==> config.mk <==
export PLATFORM = sky130hd
export DESIGN_NAME = alert_blink_sequencer
export DESIGN_NICKNAME = d
export VERILOG_FILES = /design/src/sv/abs_pkg.sv /design/src/sv/alert_blink_sequencer.sv
export SDC_FILE = /design/constraint.sdc
export NUM_CORES = 1
export LEC_CHECK = 0
export ABC_CLOCK_PERIOD_IN_PS = 14850
export BUFFER_PORTS_ARGS = -buffer_cell sky130_fd_sc_hd__buf_2
export CAP_MARGIN = 20
export CORE_UTILIZATION = 25
export CTS_BUF_LIST = sky130_fd_sc_hd__clkbuf_16
export DETAILED_ROUTE_END_ITERATION = 8
export PLACE_DENSITY = 0.52
export RECOVER_POWER = 50
export SETUP_SLACK_MARGIN = 0.02
export SYNTH_ARGS = -nofsm -noshare
export SYNTH_HDL_FRONTEND = slang
export SYNTH_SLANG_ARGS = --single-unit
==> constraint.sdc <==
create_clock -name clk -period 14.85 [get_ports clk]
set_input_delay 4.455 -clock clk [delete_from_list [all_inputs] [get_ports clk]]
set_output_delay 4.455 -clock clk [all_outputs]
set_load 0.01 [all_outputs]
==> src/sv/abs_pkg.sv <==
// Package for the alert blink sequencer: constants, codes and payload types.
package abs_pkg;

    localparam int QUEUE_DEPTH = 4;
    localparam int QIDX_W      = (QUEUE_DEPTH > 1) ? $clog2(QUEUE_DEPTH) : 1;
    localparam int CNT_W       = $clog2(QUEUE_DEPTH + 1);

    localparam int CFG_DATA_W  = 16;
    localparam int CFG_IDX_W   = 3;

    typedef enum logic [2:0] {
        OP_TICK    = 3'd0,
        OP_ENQUEUE = 3'd1,
        OP_START   = 3'd2,
        OP_STOP    = 3'd3,
        OP_RING    = 3'd4
    } op_t;

    typedef enum logic [CFG_IDX_W-1:0] {
        CFG_QUEUED_BLINK_COUNT = 3'd0,
        CFG_QUEUED_PERIOD      = 3'd1,
        CFG_FIRST_COLOR        = 3'd2,
        CFG_SECOND_COLOR       = 3'd3,
        CFG_LIT_LEVEL_HIGH     = 3'd4
    } cfg_idx_t;

    localparam logic [7:0]  RST_QUEUED_BLINK_COUNT = 8'd3;
    localparam logic [15:0] RST_QUEUED_PERIOD      = 16'd500;
    localparam logic [2:0]  RST_FIRST_COLOR        = 3'd4;
    localparam logic [2:0]  RST_SECOND_COLOR       = 3'd1;
    localparam logic [2:0]  RST_BLINK_COLOR        = 3'd4;
    localparam logic [15:0] ELAPSED_MAX            = 16'hFFFF;

    typedef logic [1:0] qentry_t;
    typedef qentry_t [QUEUE_DEPTH-1:0] queue_t;

    typedef struct packed {
        logic [2:0]  op;
        logic [3:0]  compartment;
        logic [7:0]  blink_times;
        logic [15:0] period_ticks;
        logic [7:0]  red_level;
        logic [7:0]  green_level;
        logic [7:0]  blue_level;
    } in_item_t;

    typedef struct packed {
        logic       red_pin;
        logic       green_pin;
        logic       blue_pin;
        logic       buzzer_on;
        logic       is_ringing;
        logic       blinking;
        logic [2:0] queued_count;
    } out_item_t;

endpackage

==> src/sv/alert_blink_sequencer.sv <==
// Alert blink sequencer top level: request decode, blink state, pending queue, status register.
//
// One request (tick, enqueue, direct start, stop, start ringing) is taken per clock while the
// status register is free or being taken; its status appears in the output register on the next
// cycle, and a new request is taken in the same cycle that the waiting status is taken.
// Throughput is one request per cycle while out_ready holds. Ticks are one-millisecond events
// supplied as requests; the pending queue holds up to QUEUE_DEPTH compartments, drops duplicates
// and overflow, and a zero blink count stays lit until stopped. Configuration writes must be made
// only while no request is in flight; the block itself does not enforce this.
module alert_blink_sequencer (
    input  logic                                clk,
    input  logic                                rst_n,
    input  logic                                in_valid,
    output logic                                in_ready,
    input  abs_pkg::in_item_t                   in_data,
    output logic                                out_valid,
    input  logic                                out_ready,
    output abs_pkg::out_item_t                  out_data,
    input  logic                                cfg_write,
    input  logic [abs_pkg::CFG_IDX_W-1:0]       cfg_index,
    input  logic [abs_pkg::CFG_DATA_W-1:0]      cfg_data
);
    import abs_pkg::*;

    logic [7:0]       qcount_cfg_reg;
    logic [15:0]      qperiod_cfg_reg;
    logic [2:0]       first_color_reg;
    logic [2:0]       second_color_reg;
    logic             lit_high_reg;

    logic             ring_reg,    ring_next;
    logic             run_reg,     run_next;
    logic             phase_reg,   phase_next;
    logic [8:0]       toggles_reg, toggles_next;
    logic [15:0]      period_reg,  period_next;
    logic [15:0]      elapsed_reg, elapsed_next;
    logic [2:0]       color_reg,   color_next;
    queue_t           queue_reg,   queue_next;
    logic [CNT_W-1:0] cnt_reg,     cnt_next;

    logic             out_valid_reg;
    out_item_t        out_data_reg, out_data_next;
    logic             accept;

    function automatic queue_t qpop(input queue_t q);
        queue_t r;
        r = q;
        for (int i = 1; i < QUEUE_DEPTH; i++)
        begin
            r[i-1] = q[i];
        end
        return r;
    endfunction

    assign in_ready  = !out_valid_reg || out_ready;
    assign accept    = in_valid && in_ready;
    assign out_valid = out_valid_reg;
    assign out_data  = out_data_reg;

    always_ff @(posedge clk or negedge rst_n)
    begin
        if (!rst_n)
        begin
            qcount_cfg_reg   <= RST_QUEUED_BLINK_COUNT;
            qperiod_cfg_reg  <= RST_QUEUED_PERIOD;
            first_color_reg  <= RST_FIRST_COLOR;
            second_color_reg <= RST_SECOND_COLOR;
            lit_high_reg     <= 1'b0;
        end
        else if (cfg_write)
        begin
            unique case (cfg_index)
                CFG_QUEUED_BLINK_COUNT: qcount_cfg_reg   <= cfg_data[7:0];
                CFG_QUEUED_PERIOD:      qperiod_cfg_reg  <= cfg_data[15:0];
                CFG_FIRST_COLOR:        first_color_reg  <= cfg_data[2:0];
                CFG_SECOND_COLOR:       second_color_reg <= cfg_data[2:0];
                CFG_LIT_LEVEL_HIGH:     lit_high_reg     <= cfg_data[0];
                default: ;
            endcase
        end
    end

    always_comb
    begin
        logic    dup;
        qentry_t comp;
        qentry_t head;
        logic    lit;
        logic [2:0] mask;
        logic [2:0] pins;

        ring_next    = ring_reg;
        run_next     = run_reg;
        phase_next   = phase_reg;
        toggles_next = toggles_reg;
        period_next  = period_reg;
        elapsed_next = elapsed_reg;
        color_next   = color_reg;
        queue_next   = queue_reg;
        cnt_next     = cnt_reg;
        dup          = 1'b0;
        comp         = 2'd1;
        head         = queue_reg[0];

        unique case (in_data.op)
            OP_TICK:
            begin
                if (run_next && elapsed_next != ELAPSED_MAX)
                    elapsed_next = elapsed_next + 16'd1;
                if (!run_next && cnt_next != '0)
                begin
                    head         = queue_next[0];
                    queue_next   = qpop(queue_next);
                    cnt_next     = cnt_next - CNT_W'(1);
                    color_next   = (head <= 2'd1) ? first_color_reg : second_color_reg;
                    ring_next    = 1'b1;
                    run_next     = 1'b1;
                    toggles_next = {qcount_cfg_reg, 1'b0};
                    period_next  = qperiod_cfg_reg;
                    elapsed_next = '0;
                    phase_next   = 1'b1;
                end
                if (run_next && toggles_next != '0 && elapsed_next >= period_next)
                begin
                    elapsed_next = '0;
                    toggles_next = toggles_next - 9'd1;
                    phase_next   = !phase_next;
                    if (toggles_next == '0)
                    begin
                        ring_next  = 1'b0;
                        run_next   = 1'b0;
                        phase_next = 1'b0;
                        if (cnt_next != '0)
                        begin
                            head         = queue_next[0];
                            queue_next   = qpop(queue_next);
                            cnt_next     = cnt_next - CNT_W'(1);
                            color_next   = (head <= 2'd1) ? first_color_reg
                                                          : second_color_reg;
                            ring_next    = 1'b1;
                            run_next     = 1'b1;
                            toggles_next = {qcount_cfg_reg, 1'b0};
                            period_next  = qperiod_cfg_reg;
                            elapsed_next = '0;
                            phase_next   = 1'b1;
                        end
                    end
                end
            end
            OP_ENQUEUE:
            begin
                if (in_data.compartment == 4'd0)
                    comp = 2'd1;
                else if (in_data.compartment > 4'd2)
                    comp = 2'd2;
                else
                    comp = in_data.compartment[1:0];
                for (int i = 0; i < QUEUE_DEPTH; i++)
                begin
                    if (CNT_W'(i) < cnt_reg && queue_reg[i] == comp)
                        dup = 1'b1;
                end
                if (!dup && cnt_reg < CNT_W'(QUEUE_DEPTH))
                begin
                    for (int i = 0; i < QUEUE_DEPTH; i++)
                    begin
                        if (CNT_W'(i) == cnt_reg)
                            queue_next[i] = comp;
                    end
                    cnt_next = cnt_reg + CNT_W'(1);
                    if (!run_reg && !ring_reg)
                    begin
                        head         = queue_next[0];
                        queue_next   = qpop(queue_next);
                        cnt_next     = cnt_next - CNT_W'(1);
                        color_next   = (head <= 2'd1) ? first_color_reg : second_color_reg;
                        ring_next    = 1'b1;
                        run_next     = 1'b1;
                        toggles_next = {qcount_cfg_reg, 1'b0};
                        period_next  = qperiod_cfg_reg;
                        elapsed_next = '0;
                        phase_next   = 1'b1;
                    end
                end
            end
            OP_START:
            begin
                color_next   = {in_data.red_level != 8'd0,
                                in_data.green_level != 8'd0,
                                in_data.blue_level != 8'd0};
                ring_next    = 1'b1;
                run_next     = 1'b1;
                toggles_next = {in_data.blink_times, 1'b0};
                period_next  = in_data.period_ticks;
                elapsed_next = '0;
                phase_next   = 1'b1;
            end
            OP_STOP:
            begin
                ring_next  = 1'b0;
                run_next   = 1'b0;
                phase_next = 1'b0;
            end
            OP_RING:
            begin
                ring_next = 1'b1;
            end
            default: ;
        endcase

        lit  = run_next && phase_next;
        mask = lit ? color_next : 3'd0;
        pins = lit_high_reg ? mask : ~mask;
        out_data_next.red_pin      = pins[2];
        out_data_next.green_pin    = pins[1];
        out_data_next.blue_pin     = pins[0];
        out_data_next.buzzer_on    = lit;
        out_data_next.is_ringing   = ring_next;
        out_data_next.blinking     = run_next;
        out_data_next.queued_count = 3'(cnt_next);
    end

    always_ff @(posedge clk or negedge rst_n)
    begin
        if (!rst_n)
        begin
            ring_reg      <= 1'b0;
            run_reg       <= 1'b0;
            phase_reg     <= 1'b0;
            toggles_reg   <= '0;
            period_reg    <= '0;
            elapsed_reg   <= '0;
            color_reg     <= RST_BLINK_COLOR;
            cnt_reg       <= '0;
            out_valid_reg <= 1'b0;
        end
        else
        begin
            if (accept)
            begin
                ring_reg    <= ring_next;
                run_reg     <= run_next;
                phase_reg   <= phase_next;
                toggles_reg <= toggles_next;
                period_reg  <= period_next;
                elapsed_reg <= elapsed_next;
                color_reg   <= color_next;
                cnt_reg     <= cnt_next;
            end
            if (accept)
                out_valid_reg <= 1'b1;
            else if (out_ready)
                out_valid_reg <= 1'b0;
        end
    end

    always_ff @(posedge clk)
    begin
        if (accept)
        begin
            queue_reg    <= queue_next;
            out_data_reg <= out_data_next;
        end
    end

endmodule

### Word-level counts from Yosys, hierarchy flattened

Cells that the tools add are included.

* flip-flop bits (word level): 99
* bits in writable memories: 0
* memories kept: 0
* logic and storage cells: 188
* output and inout port bits: 11
* memory bits (read-only): 0
* latch bits: 0
* bits of input ports: 79

* $lt $le $gt $ge: 10
* reduce and logical (&&, ||, !) cells: 40
* muxes and demuxes: 88
* divide/modulo/power cells: 0
* $add $sub $neg: 6
* equality and inequality tests: 18
* bitwise gates (word level): 1
* shifts and indexed selects: 0
* $mul: 0

Operators with widths (number)
* 2-to-1 mux 16 bit: 13
* one-hot mux 16 bit (3 select lines): 2
* 2-to-1 mux 9 bit: 7
* 2-to-1 mux 3 bit: 18
* 2-to-1 mux 6 bit: 5
* one-hot mux 9 bit (3 select lines): 1
* 2-to-1 mux 1 bit: 25
* nonzero test 8 bit: 3
* 2-to-1 mux 2 bit: 9
* adder 16 x 1 -> 16 bit, second input constant: 1
* greater-or-equal comparator 16 bit: 1
* 2-to-1 mux 8 bit: 2
* != test 16 bit, second input constant: 1
* one-hot mux 8 bit (2 select lines): 1
* equality test 3 x 2 -> 1 bit, second input constant: 4
* logical AND 1 bit: 12
* one-hot mux 1 bit (4 select lines): 3
* AND reduction 2 bit: 5
* logical NOT 3 bit: 3
* logical NOT 9 bit: 1
* one-hot mux 3 bit (3 select lines): 1
* nonzero test 3 bit: 3
* nonzero test 9 bit: 1
* subtractor 3 x 1 -> 3 bit, second input constant: 3
* 22 further kinds: 38

### Logic depth before layout (Yosys ltp)

Gate-level depths: netlist (run 1).

* depth in word-level cells: 23
* gate-level depth with buffers: 24
* depth with buffers taken out: 20

### Worst setup path before layout (run 1)

Ideal clock, no wire load.

* kind: input port to output port
* start: in out_ready
* end: out in_ready
* path buffers: 0
* path slack: 5.757 ns
* cell stages on the path: 1
* arrival: 4.638 ns
* path through: nand2b_1

* word-level cells in the longest chain between the ends: 1

RTL lines
* start, declared: RTL line alert_blink_sequencer.sv:17 `input logic out_ready,`
* logical OR 1 bit: RTL line alert_blink_sequencer.sv:55 `assign in_ready = !out_valid_reg || out_ready;`
* end, declared: RTL line alert_blink_sequencer.sv:14 `output logic in_ready,`

No other way between the ends.

### Worst setup path after layout (run 1)

Same ends and word-level chain as after synthesis.

==> results of run 1 <==
==> metrics by stage <==
| step | area [um2] | power, W | util | std cells |
|---|---|---|---|---|
| floorplan | 6940 | 0.000741 | - | 791 |
| global placement | 7730 | 0.000846 | 0.285 | 1214 |
| detailed placement | 7730 | 0.000851 | 0.285 | 1214 |
| CTS | 8010 | 0.00109 | 0.296 | 1230 |
| global route | 7980 | 0.00117 | 0.294 | 1230 |
| finish | 7980 | 0.00108 | 0.294 | 1230 |
==> cells by family after synthesis <==
family	synth area share
xor gates and xnor gates	0.0339
DFF	0.371
adders and majority gates	0.0505
and+or+nand+nor	0.193
muxes	0.104
AOI/OAI and AO/OA	0.204
buffers and inverters	0.0429
==> power by group <==
part	internal, W	switching (W)	total (W)
clock network	0.000117	0.000120	0.000237
logic	0.000182	0.000258	0.000440
registers	0.000341	0.0000636	0.000404
total	0.000640	0.000442	0.00108
==> critical path, stage by stage <==
cell and delay, ns:
buf_2 0.09, nand2b_1 0.16, buf_2 0.15
==> cells in the mapped netlist, types with 5 or more instances <==
master	count	area [um2]
o21ai_1	13	65.1
nand3_1	20	100
a31oi_1	6	37.5
and3_1	7	43.8
nor2b_1	6	37.5
nor3_1	20	100
a22oi_1	5	37.5
nand2b_1	8	50.1
nor4_1	7	43.8
xor2_1	15	131
nand2_1	84	315
a22o_1	11	96.3
a21o_1	6	45.0
o21ai_0	53	265
a21oi_1	79	395
and2_1	5	31.3
xnor2_1	10	87.6
dfstp_2	11	289
dfrtp_1	71	1780
buf_2	10	50.1
a222oi_1	5	50.1
clkbuf_1	29	109
nand4_1	7	43.8
mux2_2	34	383
a221oi_1	7	61.3
inv_1	18	67.6
mux2i_1	34	340
a211oi_1	7	52.6
ha_1	28	350
edfxtp_1	17	510
nor2_1	87	327
==> routing by layer <==
metal / wire length [um] / track usage
met1: 9360 / 0.190
met2: 9820 / 0.255
met3: 722 / 0.0250
met4: 255 / 0.0368
met5: 0 / 0
==> worst max-delay path by stage <==
| stage | slack, ns | startpoint | end | cells past startpoint |
|---|---|---|---|---|
| floorplan | 5.76 | out_ready | in_ready | 1 |
| global placement | 5.55 | out_ready | in_ready | 3 |
| detailed placement | 5.54 | out_ready | in_ready | 3 |
| CTS | 5.54 | out_ready | in_ready | 3 |
| global route | 5.51 | out_ready | in_ready | 3 |
| finish | 5.54 | out_ready | in_ready | 3 |
==> cell type report <==
| cell class | instances | area [um2] |
|---|---|---|
| fillers | 2940 | 19100 |
| multi-input cells | 626 | 4090 |
| flip-flops and latches | 99 | 2580 |
| repair buffers | 99 | 500 |
| well taps | 372 | 465 |
| clock buffers | 9 | 225 |
| inverters | 18 | 67.6 |
| clock inverters | 7 | 58.8 |
==> metrics, run 1 <==
status=finished with violations; failing checks=max-capacitance violations, max-slew violations; diode count=0; R2R depth=18; Max Buffers Root-to-Sink=2; nets=960; DIE AREA=0.0284 mm2; total routed wirelength=20,200 um; PD cells=136 mW/mm2; CTS Hold Buffers Added=0; Post-DRT Antenna Nets=0; vias per inst=4.97; Root Buffer=clkbuf_16; DP Worst Slack=5.54 ns; CTS sink cnt=99; Vias=6,112; Most used DFF post-synth=dfrtp_1; Core Region=0.0271 mm2; CP Max Fanout=3; drt drc=0; fin crit share=0.627; H-tree depth=3; Mapped Area=0.00694 mm2; kind of critical path=in -> out; Worst Hold Depth=2; Gates resized, CTS repair=0; Mapped Nets=898; worst skew pair latency=0.36 ns; Hold Crit Class=reg -> reg; Critical Path Start Type=input pin; die height=169 um; TritonRoute pass-1 iters=5; final hold violations=0; Die X=169 um; worst r2r src=cnt_reg[0]; Synth Area per Inst=8.77 um2; Setup TNS=0 ns; Hold Slack=0.478 ns; Final Skew=0.0129 ns; grt ovf=0; post-layout min period=9.31 ns; global-route wire length before repair=33,100 um; slew margin rel.=-0.607; starting density of the core=0.256; hold_sp=color_reg[2]; max cap viols=2; area delta synth->final=15.0%; initial antenna violation count=0; Pins Over Slew Limit=85; CTS clk-pin slew, worst paths=0.08 ns; GPL Wtd Cong=0.861; Post-synth ARST share=0.828; WP data arrival=4.86 ns; yosys warns=0; Setup Buffers After CTS=0; RSZ-0062 raised after global routing=false; Iteration-0 DRC Markers=445; FF+latch count, synth=99; WP data required=10.39 ns; actual slew at the worst max-slew pin=2.41 ns; port bufs=88; fmax=107 MHz; I/O pin total=90; register area share after synthesis=0.371; vias in the first global route=6,161; Leakage=3.34 nW; Yosys cell types=70; CTS tree=built; commonest non-fill, non-tap cells in the layout=86 x nor2_1, 84 x nand2_1, 79 x a21oi_1, 79 x buf_2, 71 x dfrtp_1; Site Rows=60; Total GRT Usage=0.147; average wire per standard cell=16.4 um; Final Worst Setup Slack=5.54 ns; reg-to-reg slack, setup=8.58 ns; most common cell after layout, fill and taps aside=nor2_1; VDD IR max=0.0000570 V; reg2reg end=elapsed_reg[0]; largest net degree at the start of global routing=44; layout cells sized above 1=0.197; Hold Path Sink=color_reg[2]; CP Capture Type=output port; CTS buffer count=9; Post-Syn Instances=791; Final setup viols=0; EDFF count, synth=17; detailed placer's ending HPWL=14,300 um
Power figures use the tool's default switching activity.
==> run 2: changes to the inputs <==
--- a/config.mk
+++ b/config.mk
@@ -5,7 +5,7 @@
 export SDC_FILE = /design/constraint.sdc
 export NUM_CORES = 1
 export LEC_CHECK = 0
-export ABC_CLOCK_PERIOD_IN_PS = 14850
+export ABC_CLOCK_PERIOD_IN_PS = 8800
 export BUFFER_PORTS_ARGS = -buffer_cell sky130_fd_sc_hd__buf_2
 export CAP_MARGIN = 20
 export CORE_UTILIZATION = 25
==> constraint.sdc (replaced) <==
create_clock -name clk -period 8.8 [get_ports clk]
set_input_delay 2.64 -clock clk [delete_from_list [all_inputs] [get_ports clk]]
set_output_delay 2.64 -clock clk [all_outputs]
set_load 0.01 [all_outputs]
==> metrics, run 2 (synthesis results as in run 1) <==
Core Region=0.0271 mm2 (unchanged); fin crit share=0.711; kind of critical path=in -> async (was in -> out); CTS buffer count=9 (unchanged); GPL Wtd Cong=0.858 (was 0.861); die height=169 um (unchanged); slowest stage delay, CP=2.06 ns (was 0.16 ns); Comb pwr share=0.401 (was 0.407); commonest non-fill, non-tap cells in the layout=86 x nor2_1, 84 x nand2_1, 82 x buf_2 (was 86 x nor2_1, 84 x nand2_1, 79 x a21oi_1, 79 x buf_2, 71 x dfrtp_1); hold_sp=color_reg[2] (unchanged); CTS Hold Buffers Added=0 (unchanged); RSZ-0062 raised after global routing=false (unchanged); switching pwr=0.000739 W (was 0.000442 W); Final Worst Setup Slack=2.54 ns (was 5.54 ns); switching share of power=0.398 (was 0.408); post-route insts no fill=1,228 (was 1,230); I/O pin total=90 (unchanged); failing checks=max-capacitance violations, max-slew violations (unchanged); starting density of the core=0.256 (unchanged); Final Skew=0.00866 ns (was 0.0129 ns); routed wl met2=9840 um (was 9820 um); Iteration-0 DRC Markers=444 (was 445); status=finished with violations (unchanged); final hold violations=0 (unchanged); vias in the first global route=6,179 (was 6,161); global-route wire length before repair=32,600 um (was 33,100 um); WP data arrival=6.12 ns (was 4.86 ns); number of stages on the worst setup path=2 (was 3); Die X=169 um (unchanged); DIE AREA=0.0284 mm2 (unchanged); layout cells sized above 1=0.196 (was 0.197); Critical Path Start Type=input pin (unchanged); nets=958 (was 960); WL met1=9170 um (was 9360 um); Post-DRT Antenna Nets=0 (unchanged); Gates resized, CTS repair=0 (unchanged); max cap viols=2 (unchanged); CP max-delay cell=clkbuf_1 (was nand2b_1); Vias=6,100 (was 6,112); CTS clk-pin slew, worst paths=0.07 ns (was 0.08 ns); worst skew pair latency=0.35 ns (was 0.36 ns); average wire per standard cell=16.2 um (was 16.4 um); CP Capture Type=asynchronous set/reset pin (was output port); Final setup viols=0 (unchanged); Critical Path Sink=run_reg (was in_ready); Placed Instances=1,212 (was 1,214); cell breakdown of the critical path=clkbuf_1 -> clkbuf_1 (was buf_2 -> nand2b_1 -> buf_2); VDD IR max=0.0000896 V (was 0.0000570 V); Site Rows=60 (unchanged); total routed wirelength=19,900 um (was 20,200 um); reg2reg end=elapsed_reg[0] (unchanged); Hold Crit Class=reg -> reg (unchanged); post-layout min period=6.26 ns; Max Buffers Root-to-Sink=2 (unchanged); Worst Setup SP=rst_n (was out_ready); reg-to-reg slack, setup=2.55 ns (was 8.58 ns); Total GRT Usage=0.146 (was 0.147); Clk pwr share=0.232 (was 0.219); diode count=0 (unchanged); Top delay family on crit path=buffers and inverters (unchanged); drt drc=0 (unchanged); Root Buffer=clkbuf_16 (unchanged); DP Worst Slack=2.64 ns (was 5.54 ns); fmax=160 MHz; actual slew at the worst max-slew pin=2.79 ns (was 2.41 ns); most common cell after layout, fill and taps aside=nor2_1 (unchanged); CTS sink cnt=99 (unchanged); grt ovf=0 (unchanged); worst r2r src=cnt_reg[0] (unchanged); Setup Buffers After CTS=0 (unchanged); initial antenna violation count=0 (unchanged); H-tree depth=3 (unchanged); crit path buf inv count=2 (unchanged); Setup TNS=0 ns (unchanged); Internal Dissipation=0.00112 W (was 0.000640 W); largest net degree at the start of global routing=50 (was 44); slew margin rel.=-0.863 (was -0.607); detailed placer's ending HPWL=14,300 um (about the same); highest routed layer=met4 (unchanged); WP data required=8.66 ns (was 10.39 ns); Worst path most repeated cell=clkbuf_1 (was buf_2); CTS tree=built (unchanged); TritonRoute pass-1 iters=5 (unchanged); vias per inst=4.97 (about the same); port bufs=88 (unchanged); Pins Over Slew Limit=85 (unchanged); Leakage=3.35 nW (was 3.34 nW); Hold Slack=0.474 ns (was 0.478 ns); Sequential Power Share=0.367 (was 0.374); CP Max Fanout=49 (was 3); DR WL met3=675 um (was 722 um); PD cells=232 mW/mm2 (was 136 mW/mm2); R2R depth=17 (was 18); area delta synth->final=15.3% (was 15.0%)
[run 2: metal layers]
| layer | up-vias | GRT usage |
|---|---|---|
| met5 | - | 0 |
| met4 | 0 | 0.0344 |
| met3 | 18 | 0.0274 |
| met2 | 117 | 0.257 |
| met1 | 2960 | 0.183 |
| li1 | 3005 | - |
[run 2: worst min-delay path by stage]
stage,end,cells past startpoint
finish,color_reg[2],2
global placement,color_reg[2],2
global route,color_reg[2],2
detailed placement,color_reg[2],2
CTS,color_reg[2],2
floorplan,color_reg[2],2
[run 2: layout make-up]
type / instances / area, um2
tap: 372 / 465
multi-input combinational: 626 / 4090
fill: 2931 / 19100
inverter: 18 / 67.6
sequential: 99 / 2580
clock buffer: 10 / 250
timing repair buffer: 97 / 489
clock inverter: 6 / 61.3
[run 2: power by group through the flow]
stage          clock [W]  sequential [W]  combinational, W
2_1_floorplan          0        0.000642          0.000608
4_1_cts         0.000445        0.000681          0.000749
6_report        0.000431        0.000683          0.000745
3_5_place_dp           0        0.000690          0.000746
5_1_grt         0.000460        0.000698          0.000839
3_3_place_gp           0        0.000688          0.000732
[run 2: per-stage QoR]
step,cell area (um2),utilization,total power [W]
after floorplan,6940,-,0.00125
after global placement,7710,0.285,0.00142
after detailed placement,7710,0.285,0.00144
after CTS,8020,0.296,0.00187
after global routing,8000,0.295,0.00200
final,8000,0.295,0.00186
[run 2: worst reg2reg max path: cells and delay by family (launching register included)]
| family | cells | cell delay, ns |
|---|---|---|
| buffers and inverters | 2 | 0.70 |
| and+or+nand+nor | 8 | 2.66 |
| muxes | 1 | 0.34 |
| adders and majority gates | 2 | 0.55 |
| AOI/OAI and AO/OA | 4 | 1.31 |
| DFF | 1 | 0.61 |
